--- src/sv/wcrd_pkg.sv ---
package wcrd_pkg;

   // Default sizes handed to the top level
   localparam int DEF_ID_BITS      = 32;
   localparam int DEF_COUNTER_BITS = 32;

   // Width of every wide field on the channels and the register port
   localparam int FIELD_W   = 32;
   localparam int CSR_IDX_W = 1;

   // Xorshift shift amounts
   localparam int XS_SHL_A = 13;
   localparam int XS_SHR   = 17;
   localparam int XS_SHL_B = 5;

   // Register reset values
   localparam logic [FIELD_W-1:0] WINDOW_RESET = 32'd16;
   localparam logic [FIELD_W-1:0] SEED_RESET   = 32'd1;

   typedef enum logic [1:0] {
      OUT_IDLE,
      OUT_WINDOW_BLOCKED,
      OUT_ENGINE_BLOCKED,
      OUT_DISPATCHED
   } outcome_type;

   typedef enum logic [CSR_IDX_W-1:0] {
      CSR_WINDOW_SIZE,
      CSR_RANDOM_SEED
   } csr_index_type;

   // One offered item as held in the input register
   typedef struct packed {
      logic               item_valid;
      logic [FIELD_W-1:0] item_id;
      logic [FIELD_W-1:0] window_base;
      logic               engine0_ready;
      logic               engine1_ready;
   } wcrd_req_type;

   // One result beat as held in the output register
   typedef struct packed {
      logic               accept;
      logic               engine0_valid;
      logic               engine1_valid;
      logic               chosen_engine;
      outcome_type        outcome;
      logic               random_used;
      logic [FIELD_W-1:0] random_before;
      logic [FIELD_W-1:0] window_blocked_count;
      logic [FIELD_W-1:0] window_blocked_ready_count;
      logic [FIELD_W-1:0] engine_blocked_count;
      logic [FIELD_W-1:0] dispatched_count;
      logic [FIELD_W-1:0] random_choice_count;
   } wcrd_rsp_type;

   // 32-bit xorshift, shifts 13 / 17 / 5
   function automatic logic [FIELD_W-1:0] xorshift_next(input logic [FIELD_W-1:0] s);
      logic [FIELD_W-1:0] t;
      t = s ^ (s << XS_SHL_A);
      t = t ^ (t >> XS_SHR);
      t = t ^ (t << XS_SHL_B);
      return t;
   endfunction

endpackage

--- src/sv/wcrd_req_if.sv ---
interface wcrd_req_if import wcrd_pkg::*; ();
   logic               valid;
   logic               ready;
   logic               item_valid;
   logic [FIELD_W-1:0] item_id;
   logic [FIELD_W-1:0] window_base;
   logic               engine0_ready;
   logic               engine1_ready;

   modport source (
      output valid, item_valid, item_id, window_base, engine0_ready, engine1_ready,
      input  ready
   );
   modport sink (
      input  valid, item_valid, item_id, window_base, engine0_ready, engine1_ready,
      output ready
   );
endinterface

--- src/sv/wcrd_rsp_if.sv ---
interface wcrd_rsp_if import wcrd_pkg::*; ();
   logic               valid;
   logic               ready;
   logic               accept;
   logic               engine0_valid;
   logic               engine1_valid;
   logic               chosen_engine;
   outcome_type        outcome;
   logic               random_used;
   logic [FIELD_W-1:0] random_before;
   logic [FIELD_W-1:0] window_blocked_count;
   logic [FIELD_W-1:0] window_blocked_ready_count;
   logic [FIELD_W-1:0] engine_blocked_count;
   logic [FIELD_W-1:0] dispatched_count;
   logic [FIELD_W-1:0] random_choice_count;

   modport source (
      output valid, accept, engine0_valid, engine1_valid, chosen_engine, outcome,
             random_used, random_before, window_blocked_count,
             window_blocked_ready_count, engine_blocked_count, dispatched_count,
             random_choice_count,
      input  ready
   );
   modport sink (
      input  valid, accept, engine0_valid, engine1_valid, chosen_engine, outcome,
             random_used, random_before, window_blocked_count,
             window_blocked_ready_count, engine_blocked_count, dispatched_count,
             random_choice_count,
      output ready
   );
endinterface

--- src/sv/window_credit_random_dispatcher.sv ---
// Channel   Direction  Handshake         Carries
// req_chan  in         valid / ready     item_valid, item_id, window_base, engine readies
// rsp_chan  out        valid / ready     accept, engine valids, outcome, random state, counts
// csr_*     in         csr_we only       csr_index, csr_wdata (window size, random seed)
//
// One beat per clock in and out unless rsp_chan stalls; beats pass the input, then the output register.
// Throughput is set by the single decision stage between the input and output registers.
// Reset (synchronous, high) empties both registers, loads window 16 and random state 1, clears the counters.
// A stalled rsp_chan holds its beat; the input register still takes one more beat if it is empty.
// The counters update as a beat leaves the decision stage; the random state too if it broke a tie.
module window_credit_random_dispatcher import wcrd_pkg::*; #(
   parameter int ID_BITS      = DEF_ID_BITS,
   parameter int COUNTER_BITS = DEF_COUNTER_BITS
) (
   input  logic                 clock,
   input  logic                 reset,
   wcrd_req_if.sink             req_chan,
   wcrd_rsp_if.source           rsp_chan,
   input  logic                 csr_we,
   input  logic [CSR_IDX_W-1:0] csr_index,
   input  logic [FIELD_W-1:0]   csr_wdata
);

   localparam int IdW  = (ID_BITS < FIELD_W) ? ID_BITS : FIELD_W;
   localparam int CntW = (COUNTER_BITS < FIELD_W) ? COUNTER_BITS : FIELD_W;

   // Registers
   logic                    stage_valid_ff, stage_valid_in;
   wcrd_req_type            stage_ff, stage_in;
   logic                    rsp_valid_ff, rsp_valid_in;
   wcrd_rsp_type            rsp_ff, rsp_in;
   logic [FIELD_W-1:0]      window_size_ff, window_size_in;
   logic [FIELD_W-1:0]      random_state_ff, random_state_in;
   logic [COUNTER_BITS-1:0] wb_cnt_ff, wb_cnt_in;
   logic [COUNTER_BITS-1:0] wbr_cnt_ff, wbr_cnt_in;
   logic [COUNTER_BITS-1:0] eb_cnt_ff, eb_cnt_in;
   logic [COUNTER_BITS-1:0] disp_cnt_ff, disp_cnt_in;
   logic [COUNTER_BITS-1:0] rnd_cnt_ff, rnd_cnt_in;

   logic               advance;
   logic               req_take;
   logic [IdW-1:0]     id_w;
   logic [IdW-1:0]     base_w;
   logic [IdW-1:0]     id_diff;
   logic               credit;
   logic               both_ready;
   logic               sel;
   logic               sel_ready;
   logic               acc;
   logic               rnd_used;
   outcome_type        outcome;
   logic [FIELD_W-1:0] seed_val;
   csr_index_type      csr_idx;

   // Handshake: decision stage moves when the output register is free or draining
   assign advance   = stage_valid_ff && (!rsp_valid_ff || rsp_chan.ready);
   assign req_chan.ready = !stage_valid_ff || advance;
   assign req_take  = req_chan.valid && req_chan.ready;

   // Input register
   always_comb begin
      stage_in       = stage_ff;
      stage_valid_in = stage_valid_ff;
      if (req_take) begin
         stage_in.item_valid    = req_chan.item_valid;
         stage_in.item_id       = req_chan.item_id;
         stage_in.window_base   = req_chan.window_base;
         stage_in.engine0_ready = req_chan.engine0_ready;
         stage_in.engine1_ready = req_chan.engine1_ready;
         stage_valid_in         = 1'b1;
      end else if (advance) begin
         stage_valid_in = 1'b0;
      end
   end

   // Credit check and engine choice
   assign id_w       = stage_ff.item_id[IdW-1:0];
   assign base_w     = stage_ff.window_base[IdW-1:0];
   assign id_diff    = id_w - base_w;
   assign credit     = (id_w >= base_w) && (FIELD_W'(id_diff) < window_size_ff);
   assign both_ready = stage_ff.engine0_ready && stage_ff.engine1_ready;
   assign sel        = both_ready ? random_state_ff[0] : !stage_ff.engine0_ready;
   assign sel_ready  = sel ? stage_ff.engine1_ready : stage_ff.engine0_ready;
   assign acc        = credit && sel_ready;

   // Outcome and statistics
   always_comb begin
      wb_cnt_in   = wb_cnt_ff;
      wbr_cnt_in  = wbr_cnt_ff;
      eb_cnt_in   = eb_cnt_ff;
      disp_cnt_in = disp_cnt_ff;
      rnd_cnt_in  = rnd_cnt_ff;
      outcome     = OUT_IDLE;
      rnd_used    = 1'b0;
      if (stage_ff.item_valid) begin
         if (!credit) begin
            outcome   = OUT_WINDOW_BLOCKED;
            wb_cnt_in = wb_cnt_ff + 1'b1;
            if (stage_ff.engine0_ready || stage_ff.engine1_ready) begin
               wbr_cnt_in = wbr_cnt_ff + 1'b1;
            end
         end else if (!sel_ready) begin
            outcome   = OUT_ENGINE_BLOCKED;
            eb_cnt_in = eb_cnt_ff + 1'b1;
         end else begin
            outcome     = OUT_DISPATCHED;
            disp_cnt_in = disp_cnt_ff + 1'b1;
            if (both_ready) begin
               rnd_used   = 1'b1;
               rnd_cnt_in = rnd_cnt_ff + 1'b1;
            end
         end
      end
   end

   // Result beat
   always_comb begin
      rsp_in.accept                     = acc;
      rsp_in.engine0_valid              = stage_ff.item_valid && acc && !sel;
      rsp_in.engine1_valid              = stage_ff.item_valid && acc && sel;
      rsp_in.chosen_engine              = sel;
      rsp_in.outcome                    = outcome;
      rsp_in.random_used                = rnd_used;
      rsp_in.random_before              = random_state_ff;
      rsp_in.window_blocked_count       = FIELD_W'(wb_cnt_in[CntW-1:0]);
      rsp_in.window_blocked_ready_count = FIELD_W'(wbr_cnt_in[CntW-1:0]);
      rsp_in.engine_blocked_count       = FIELD_W'(eb_cnt_in[CntW-1:0]);
      rsp_in.dispatched_count           = FIELD_W'(disp_cnt_in[CntW-1:0]);
      rsp_in.random_choice_count        = FIELD_W'(rnd_cnt_in[CntW-1:0]);
      if (advance) begin
         rsp_valid_in = 1'b1;
      end else if (rsp_chan.ready) begin
         rsp_valid_in = 1'b0;
      end else begin
         rsp_valid_in = rsp_valid_ff;
      end
   end

   // Configuration writes and random state
   assign seed_val = (csr_wdata == '0) ? SEED_RESET : csr_wdata;
   assign csr_idx  = csr_index_type'(csr_index);

   always_comb begin
      window_size_in  = window_size_ff;
      random_state_in = random_state_ff;
      if (advance && rnd_used) begin
         random_state_in = xorshift_next(random_state_ff);
      end
      if (csr_we) begin
         case (csr_idx)
            CSR_WINDOW_SIZE: window_size_in  = csr_wdata;
            CSR_RANDOM_SEED: random_state_in = seed_val;
            default:         window_size_in  = window_size_ff;
         endcase
      end
   end

   // Control state
   always_ff @(posedge clock) begin
      if (reset) begin
         stage_valid_ff  <= 1'b0;
         rsp_valid_ff    <= 1'b0;
         window_size_ff  <= WINDOW_RESET;
         random_state_ff <= SEED_RESET;
         wb_cnt_ff       <= '0;
         wbr_cnt_ff      <= '0;
         eb_cnt_ff       <= '0;
         disp_cnt_ff     <= '0;
         rnd_cnt_ff      <= '0;
      end else begin
         stage_valid_ff  <= stage_valid_in;
         rsp_valid_ff    <= rsp_valid_in;
         window_size_ff  <= window_size_in;
         random_state_ff <= random_state_in;
         if (advance) begin
            wb_cnt_ff   <= wb_cnt_in;
            wbr_cnt_ff  <= wbr_cnt_in;
            eb_cnt_ff   <= eb_cnt_in;
            disp_cnt_ff <= disp_cnt_in;
            rnd_cnt_ff  <= rnd_cnt_in;
         end
      end
   end

   // Payload registers
   always_ff @(posedge clock) begin
      stage_ff <= stage_in;
      if (advance) begin
         rsp_ff <= rsp_in;
      end
   end

   // Output channel
   assign rsp_chan.valid                      = rsp_valid_ff;
   assign rsp_chan.accept                     = rsp_ff.accept;
   assign rsp_chan.engine0_valid              = rsp_ff.engine0_valid;
   assign rsp_chan.engine1_valid              = rsp_ff.engine1_valid;
   assign rsp_chan.chosen_engine              = rsp_ff.chosen_engine;
   assign rsp_chan.outcome                    = rsp_ff.outcome;
   assign rsp_chan.random_used                = rsp_ff.random_used;
   assign rsp_chan.random_before              = rsp_ff.random_before;
   assign rsp_chan.window_blocked_count       = rsp_ff.window_blocked_count;
   assign rsp_chan.window_blocked_ready_count = rsp_ff.window_blocked_ready_count;
   assign rsp_chan.engine_blocked_count       = rsp_ff.engine_blocked_count;
   assign rsp_chan.dispatched_count           = rsp_ff.dispatched_count;
   assign rsp_chan.random_choice_count        = rsp_ff.random_choice_count;

endmodule

--- src/flat_wrapper.sv ---
// flat-port wrapper written by rule: the top's interface ports become plain ports
module window_credit_random_dispatcher_flat import wcrd_pkg::*;
#(
   parameter int ID_BITS      = DEF_ID_BITS,
   parameter int COUNTER_BITS = DEF_COUNTER_BITS
)
  (clock, reset, csr_we, csr_index, csr_wdata, req_chan_valid, req_chan_item_valid, req_chan_item_id, req_chan_window_base, req_chan_engine0_ready, req_chan_engine1_ready, req_chan_ready, rsp_chan_valid, rsp_chan_accept, rsp_chan_engine0_valid, rsp_chan_engine1_valid, rsp_chan_chosen_engine, rsp_chan_outcome, rsp_chan_random_used, rsp_chan_random_before, rsp_chan_window_blocked_count, rsp_chan_window_blocked_ready_count, rsp_chan_engine_blocked_count, rsp_chan_dispatched_count, rsp_chan_random_choice_count, rsp_chan_ready);
  wcrd_req_if req_chan_i ();
  wcrd_rsp_if rsp_chan_i ();
  input  logic clock;
  input  logic reset;
  input  logic csr_we;
  input  logic [CSR_IDX_W-1:0] csr_index;
  input  logic [FIELD_W-1:0] csr_wdata;
  input wire logic [$bits(req_chan_i.valid)-1:0] req_chan_valid;
  input wire logic [$bits(req_chan_i.item_valid)-1:0] req_chan_item_valid;
  input wire logic [$bits(req_chan_i.item_id)-1:0] req_chan_item_id;
  input wire logic [$bits(req_chan_i.window_base)-1:0] req_chan_window_base;
  input wire logic [$bits(req_chan_i.engine0_ready)-1:0] req_chan_engine0_ready;
  input wire logic [$bits(req_chan_i.engine1_ready)-1:0] req_chan_engine1_ready;
  output wire logic [$bits(req_chan_i.ready)-1:0] req_chan_ready;
  output wire logic [$bits(rsp_chan_i.valid)-1:0] rsp_chan_valid;
  output wire logic [$bits(rsp_chan_i.accept)-1:0] rsp_chan_accept;
  output wire logic [$bits(rsp_chan_i.engine0_valid)-1:0] rsp_chan_engine0_valid;
  output wire logic [$bits(rsp_chan_i.engine1_valid)-1:0] rsp_chan_engine1_valid;
  output wire logic [$bits(rsp_chan_i.chosen_engine)-1:0] rsp_chan_chosen_engine;
  output wire logic [$bits(rsp_chan_i.outcome)-1:0] rsp_chan_outcome;
  output wire logic [$bits(rsp_chan_i.random_used)-1:0] rsp_chan_random_used;
  output wire logic [$bits(rsp_chan_i.random_before)-1:0] rsp_chan_random_before;
  output wire logic [$bits(rsp_chan_i.window_blocked_count)-1:0] rsp_chan_window_blocked_count;
  output wire logic [$bits(rsp_chan_i.window_blocked_ready_count)-1:0] rsp_chan_window_blocked_ready_count;
  output wire logic [$bits(rsp_chan_i.engine_blocked_count)-1:0] rsp_chan_engine_blocked_count;
  output wire logic [$bits(rsp_chan_i.dispatched_count)-1:0] rsp_chan_dispatched_count;
  output wire logic [$bits(rsp_chan_i.random_choice_count)-1:0] rsp_chan_random_choice_count;
  input wire logic [$bits(rsp_chan_i.ready)-1:0] rsp_chan_ready;
  assign req_chan_i.valid = req_chan_valid;
  assign req_chan_i.item_valid = req_chan_item_valid;
  assign req_chan_i.item_id = req_chan_item_id;
  assign req_chan_i.window_base = req_chan_window_base;
  assign req_chan_i.engine0_ready = req_chan_engine0_ready;
  assign req_chan_i.engine1_ready = req_chan_engine1_ready;
  assign req_chan_ready = req_chan_i.ready;
  assign rsp_chan_valid = rsp_chan_i.valid;
  assign rsp_chan_accept = rsp_chan_i.accept;
  assign rsp_chan_engine0_valid = rsp_chan_i.engine0_valid;
  assign rsp_chan_engine1_valid = rsp_chan_i.engine1_valid;
  assign rsp_chan_chosen_engine = rsp_chan_i.chosen_engine;
  assign rsp_chan_outcome = rsp_chan_i.outcome;
  assign rsp_chan_random_used = rsp_chan_i.random_used;
  assign rsp_chan_random_before = rsp_chan_i.random_before;
  assign rsp_chan_window_blocked_count = rsp_chan_i.window_blocked_count;
  assign rsp_chan_window_blocked_ready_count = rsp_chan_i.window_blocked_ready_count;
  assign rsp_chan_engine_blocked_count = rsp_chan_i.engine_blocked_count;
  assign rsp_chan_dispatched_count = rsp_chan_i.dispatched_count;
  assign rsp_chan_random_choice_count = rsp_chan_i.random_choice_count;
  assign rsp_chan_i.ready = rsp_chan_ready;
  window_credit_random_dispatcher #(.ID_BITS(ID_BITS), .COUNTER_BITS(COUNTER_BITS)) u_core (.clock(clock), .reset(reset), .req_chan(req_chan_i), .rsp_chan(rsp_chan_i), .csr_we(csr_we), .csr_index(csr_index), .csr_wdata(csr_wdata));
endmodule
--- config.mk ---
export PLATFORM = sky130hd
export DESIGN_NAME = window_credit_random_dispatcher_flat
export DESIGN_NICKNAME = d
export VERILOG_FILES = /design/src/sv/wcrd_pkg.sv /design/src/sv/wcrd_req_if.sv /design/src/sv/wcrd_rsp_if.sv /design/src/sv/window_credit_random_dispatcher.sv /design/src/flat_wrapper.sv
export SDC_FILE = /design/constraint.sdc
export NUM_CORES = 1
export LEC_CHECK = 0
export BUFFER_PORTS_ARGS = -buffer_cell sky130_fd_sc_hd__buf_2
export CAP_MARGIN = 10
export CORE_MARGIN = 1
export CORE_UTILIZATION = 59
export DETAILED_ROUTE_END_ITERATION = 8
export PLACE_DENSITY = 0.84
export SLEW_MARGIN = 10
export SYNTH_ARGS = -nofsm -noshare
export SYNTH_HDL_FRONTEND = slang
export SYNTH_SLANG_ARGS = --single-unit
--- constraint.sdc ---
create_clock -name clock -period 10.5 [get_ports clock]
set_clock_uncertainty 0.15 [all_clocks]
set_input_delay 1.05 -clock clock [delete_from_list [all_inputs] [get_ports clock]]
set_output_delay 1.05 -clock clock [all_outputs]
set_load 0.005 [all_outputs]
**Word level (Yosys, flattened, before mapping)**

Index checks and enable logic that the tools add are counted.

- Reduce and logical (&&, ||, !) cells: 21
- Bitwise gates (word level): 4
- Multiplexer cells: 31
- $lt $le $gt $ge: 2
- Add/sub/neg operators: 6

Operators with widths:

| operator | count |
|---|---|
| 32-bit two-way mux | 19 |
| 32-bit by 1-bit adder with 32-bit output (second input constant) | 5 |
| 32-bit bitwise XOR | 2 |
| 32-bit greater-or-equal comparator | 1 |
| 32-bit zero test | 1 |
| 32-bit < comparator | 1 |
| 32-bit subtractor | 1 |
| 32-bit by 15-bit bitwise XOR with 32-bit output | 1 |
| 1-bit two-way mux | 12 |
| 1-bit logical AND | 9 |
| 1-bit zero test | 4 |
| 2-bit AND reduction | 2 |
| 2-bit nonzero test | 2 |
| 1-bit logical OR | 3 |
| 1-bit inverter | 1 |

- Output and inout port bits: 201
- Word-level logic and storage cells: 91
- Input port bits: 105
- Register bits: 492

**Longest topological paths before layout**

- Depth after elaboration: 10
- Mapped depth: 25

**Least setup slack after synthesis**

Ideal clock, no wire load.

- Path kind: input port to flip-flop
- Start point: input rsp_chan_ready
- End point: register u_core.disp_cnt_ff[11]
- Path buffers: 2
- Slack: 2100 ps
- Stages on the path: 8
- Arrival: 8184 ps
- Required time: 10284 ps
- Path through: nor2b_1 -> nand2b_1 -> inv_1 -> clkbuf_1 -> clkbuf_1 -> nand4_1 -> xor2_1 -> nor2_1

- Cells in the longest elaborated chain, start to end: 2

RTL lines:

| what | RTL line | text |
|---|---|---|
| from (decl) | flat_wrapper.sv:35 | `input wire logic [$bits(rsp_chan_i.ready)-1:0] rsp_chan_ready;` |
| 1-bit logical OR | window_credit_random_dispatcher.sv:56 | `assign advance = stage_valid_ff && (!rsp_valid_ff \|\| rsp_chan.ready);` |
| 1-bit logical AND | window_credit_random_dispatcher.sv:56 |  |
| via u_core.advance | window_credit_random_dispatcher.sv:40 | `logic advance;` |
| to (signal assigned) | window_credit_random_dispatcher.sv:179 | `disp_cnt_ff <= disp_cnt_in;` |
| to (decl) | window_credit_random_dispatcher.sv:37 | `logic [COUNTER_BITS-1:0] disp_cnt_ff, disp_cnt_in;` |

The timed path passes the listed nets, and every way through them passes these cells.
A chain may end at the register's enable or synchronous reset.

**Final worst setup path**

- Start point: register u_core.stage_ff, in the netlist u_core.id_w[11]
- End point: register u_core.rsp_ff, in the netlist u_core.rsp_chan.engine_blocked_count[1], data pin

- Cells in the longest elaborated chain, start to end: 5

RTL lines:

| what | RTL line | text |
|---|---|---|
| from (decl) | window_credit_random_dispatcher.sv:29 | `wcrd_req_type stage_ff, stage_in;` |
| from (signal assigned) | window_credit_random_dispatcher.sv:187 | `stage_ff <= stage_in;` |
| 32-bit subtractor | window_credit_random_dispatcher.sv:79 | `assign id_diff = id_w - base_w;` |
| 32-bit < comparator | window_credit_random_dispatcher.sv:80 | `assign credit = (id_w >= base_w) && (FIELD_W'(id_diff) < window_size_ff);` |
| 1-bit logical AND * | window_credit_random_dispatcher.sv:80 |  |
| 32-bit two-way mux * | window_credit_random_dispatcher.sv:96 | `if (!credit) begin` |
| 32-bit two-way mux * | window_credit_random_dispatcher.sv:95 | `if (stage_ff.item_valid) begin` |
| via u_core.eb_cnt_in[1] | window_credit_random_dispatcher.sv:36 | `logic [COUNTER_BITS-1:0] eb_cnt_ff, eb_cnt_in;` |
| to (signal assigned) | window_credit_random_dispatcher.sv:189 | `rsp_ff <= rsp_in;` |
| to (decl) | window_credit_random_dispatcher.sv:31 | `wcrd_rsp_type rsp_ff, rsp_in;` |

The timed path passes the listed nets; every way through them passes the cells marked *.

==> out/metrics.csv <==
stage;metric;value;unit
clocking;worst-skew pair later-pin latency;0.60;ns
setup_path;kind of critical path;flop to flop;
logic_synthesis;Post-synth EDFFs;266;
sta;crit share post-route;61.65;%
floorplanning;initial core utilization;60.34;%
clocking;CTS Sinks;492;
logic_synthesis;sequential-to-total area share from yosys stat;51.72;%
placement;number of port buffers;305;
sta;Rel. slew slack;22.59;%
drt;first-pass iteration count of the detailed router;6;
sta;RSZ-0062 raised after global routing;no;
clocking;Hold Buf Count CTS;0;
sta;Worst Setup Slack, final;4.027;ns
floorplanning;chip width;204.5;um
logic_synthesis;Synth Flop Type;edfxtp_1;
setup_path;crit path launch type;flop;
finish;Final Core Density;69.27;%
drt;DR WL/cell;18.72;um
power_and_ir_drop;leakage dissipation;10.48;nW
sta;fin. max-slew vios;0;
clocking;clk slew on worst S/H paths;0.06;ns
clocking;worst-case clock buffer depth;3;
drt;Residual DRC;0;
hold_path;hold_sp;u_core.window_size_ff[20];
sta;Final min period;6.473;ns
flow_run;max cap viols;0;
logic_synthesis;#FFs+latches synth;492;
sta;Setup violations, final;0;
finish;FF+latch area;0.01251;mm^2
global_routing;gr ovfl total;0;
logic_synthesis;Mapped Avg Cell Area;10.12;um^2
setup_path;WP data required;10.70;ns
placement;placer congestion estimate;0.9351;
finish;filler cell count in the final layout;2961;
clocking;H-tree levels;2;
hold_path;Worst Hold Class;flop to flop;
clocking;TritonCTS Buffers;51;
finish;Final Net Count;2823;
sta;Worst-Margin Slew;1.161;ns
setup_path;crit path max fanout;43;
global_routing;vias in the first global route;18372;
floorplanning;FP Rows;73;
setup_path;Worst Setup SP;u_core.id_w[11];
floorplanning;total core area;0.04010;mm^2
status;status;finished, final reports clean;
finish;multi-input logic area;0.01090;mm^2
setup_path;FF-to-FF Start;u_core.id_w[11];
floorplanning;chip height;204.5;um
logic_synthesis;cells after synthesis;2391;
global_routing;first-pass GRT wire length;95060;um
clocking;Clock Tree Root;clkbuf_16;
logic_synthesis;Mapped Nets;2565;
floorplanning;Top Ports;306;
global_routing;Global Route Usage Sum;28.50;%
drt;Initial DRC Count;1421;
clocking;CTS resizes;0;
clocking;CTS tree;built;
placement;dpl hpwl;41750;um
finish;P&R area growth vs syn;14.81;%
drt;DR vias/cell;5.986;
clocking;post-CTS setup buffers;0;
logic_synthesis;async set-or-reset flop fraction in the synthesized netlist;0;%
drt;DRT Wirelength;60270;um
global_routing;pin count of the biggest net entering global routing;127;
logic_synthesis;Synth Cell Area;0.02419;mm^2
sta;final hold vios;0;
floorplanning;die area;0.04182;mm^2
drt;via count;19276;
power_and_ir_drop;Max VDD drop;0.1415;mV
sta;final setup TNS;0;ns
placement;Setup WS pre-CTS;4.152;ns
finish;fraction of layout cells with a size suffix above 1;16.94;%
logic_synthesis;yosys warns;0;
power_and_ir_drop;PD cells;161.5;mW/mm^2
setup_path;CP arrival;6.68;ns
setup_path;CP endpoint kind;flop;
drt;Routed Antenna Nets;0;
sta;max frequency;154.5;MHz
placement;placed cell area;0.02608;mm^2
global_routing;initial antenna violation count;5;
logic_synthesis;Yosys cell types;79;
finish;post-layout instance area;0.02778;mm^2
## metrics by stage
step                      power (mW)  instances  hold slack (ns)
after global placement         2.693       3120           0.2987
after floorplan                2.535       2391           0.2564
after detailed placement       2.712       3120           0.2981
after global routing           4.644       3219           0.3244
after CTS                      4.503       3216           0.3065
final                          4.486       3220           0.3056
## synth_stat cells (61+ instances only)
| cell | number | area share, % |
|---|---|---|
| edfxtp_1 | 266 | 33 |
| dfxtp_1 | 226 | 19 |
| nand2_1 | 224 | 3.5 |
| nor2_1 | 186 | 2.9 |
| xnor2_1 | 159 | 5.8 |
| xor2_1 | 158 | 5.7 |
| a21oi_1 | 147 | 3.0 |
| nand3_1 | 106 | 2.2 |
| inv_1 | 93 | 1.4 |
| clkbuf_1 | 84 | 1.3 |
| nand4_1 | 81 | 2.1 |
| o21ai_0 | 79 | 1.6 |
| ha_1 | 68 | 3.5 |
| and3_1 | 61 | 1.6 |
## cells in the final DEF, fill, tap and decap left out, types with 10 or more instances in the layout
cell type,n
o31ai_1,35
or4_1,42
dfxtp_1,226
nor4_1,41
a21o_1,24
xnor2_1,159
inv_1,92
edfxtp_1,266
ha_1,68
nand2b_1,12
xor2_1,158
or3_1,57
a32o_1,14
nand3_1,106
o21a_1,10
mux2_2,16
and3_1,61
buf_2,305
nand2_1,224
clkinv_2,15
a21oi_1,146
nor2_1,185
clkbuf_16,52
nor3_1,34
nand4_1,81
buf_4,17
nor2b_1,24
o21ai_0,78
## layout make-up
class / count / area share (%)
timing repair buffer: 323 / 5.996
tap: 525 / 2.365
sequential: 492 / 45.05
antenna: 3 / 0.02703
clock inverter: 31 / 1.014
multi-input combinational: 1688 / 39.23
clock buffer: 65 / 5.041
inverter: 93 / 1.284
## power breakdown
group / switching [mW] / internal [mW] / leakage (nW)
clock network: 0.760 / 1.04 / 0.841
registers: 0.0467 / 2.10 / 4.27
logic: 0.337 / 0.194 / 5.37
total: 1.14 / 3.34 / 10.5
## flip-flops by register name (all words and copies together), names as in the netlist, 2 cells and up
name,cells
u_core.window_size_ff,32
u_core.rsp_chan.window_blocked_count,32
u_core.rsp_chan.dispatched_count,32
u_core.wbr_cnt_ff,32
u_core.rnd_cnt_ff,32
u_core.rsp_chan.window_blocked_ready_count,32
u_core.stage_ff,3
u_core.disp_cnt_ff,32
u_core.base_w,32
u_core.eb_cnt_ff,32
u_core.random_state_ff,32
u_core.wb_cnt_ff,32
u_core.rsp_chan.engine_blocked_count,32
u_core.rsp_chan.random_choice_count,32
u_core.rsp_chan.outcome,2
u_core.rsp_chan.random_before,32
u_core.id_w,32
## cell families after synthesis
group,Yosys count,synth area share [%]
buf+inv,211,3.398
simple gates,911,19.19
compound gates,373,9.790
flops,492,51.72
mux,18,0.8275
fa+ha+maj,69,3.600
xor+xnor,317,11.48
## per-layer routing
| metal | vias up | wire length, um | global-route usage [%] |
|---|---|---|---|
| met3 | 142 | 4362 | 4.168 |
| met4 | 4 | 1736 | 10.63 |
| met5 | - | 24 | 0 |
| li1 | 9113 | - | - |
| met1 | 9241 | 24690 | 37.07 |
| met2 | 776 | 29450 | 48.14 |
## path summary, 6_finish.rpt
kind,endpoint,slack [ns],cells after the start
worst max register to register,u_core.rsp_chan.engine_blocked_count[1],4.03,22
worst min-delay path,u_core.window_size_ff[20],0.31,2
worst min register to register,u_core.window_size_ff[20],0.31,2
worst max-delay path,u_core.rsp_chan.engine_blocked_count[1],4.03,22
## critical path, stage by stage (launching register included)
cell      delay (ns)
edfxtp_1        0.37
ha_1            0.36
nand3_1         0.27
a211oi_1        0.34
o21a_1          0.23
o21ai_0         0.10
and2_1          0.18
o31a_1          0.27
a21oi_1         0.23
a41oi_1         0.17
xnor2_1         0.19
ha_1            0.31
nand4_1         0.12
nor4_1          0.40
nand2_1         0.13
or3_1           0.45
inv_1           0.17
a211oi_4        0.08
buf_4           0.31
nand2_1         0.38
inv_1           0.38
nand2_1         0.24
mux2_2          0.36
No activity file was read; power rests on OpenSTA's default activity.
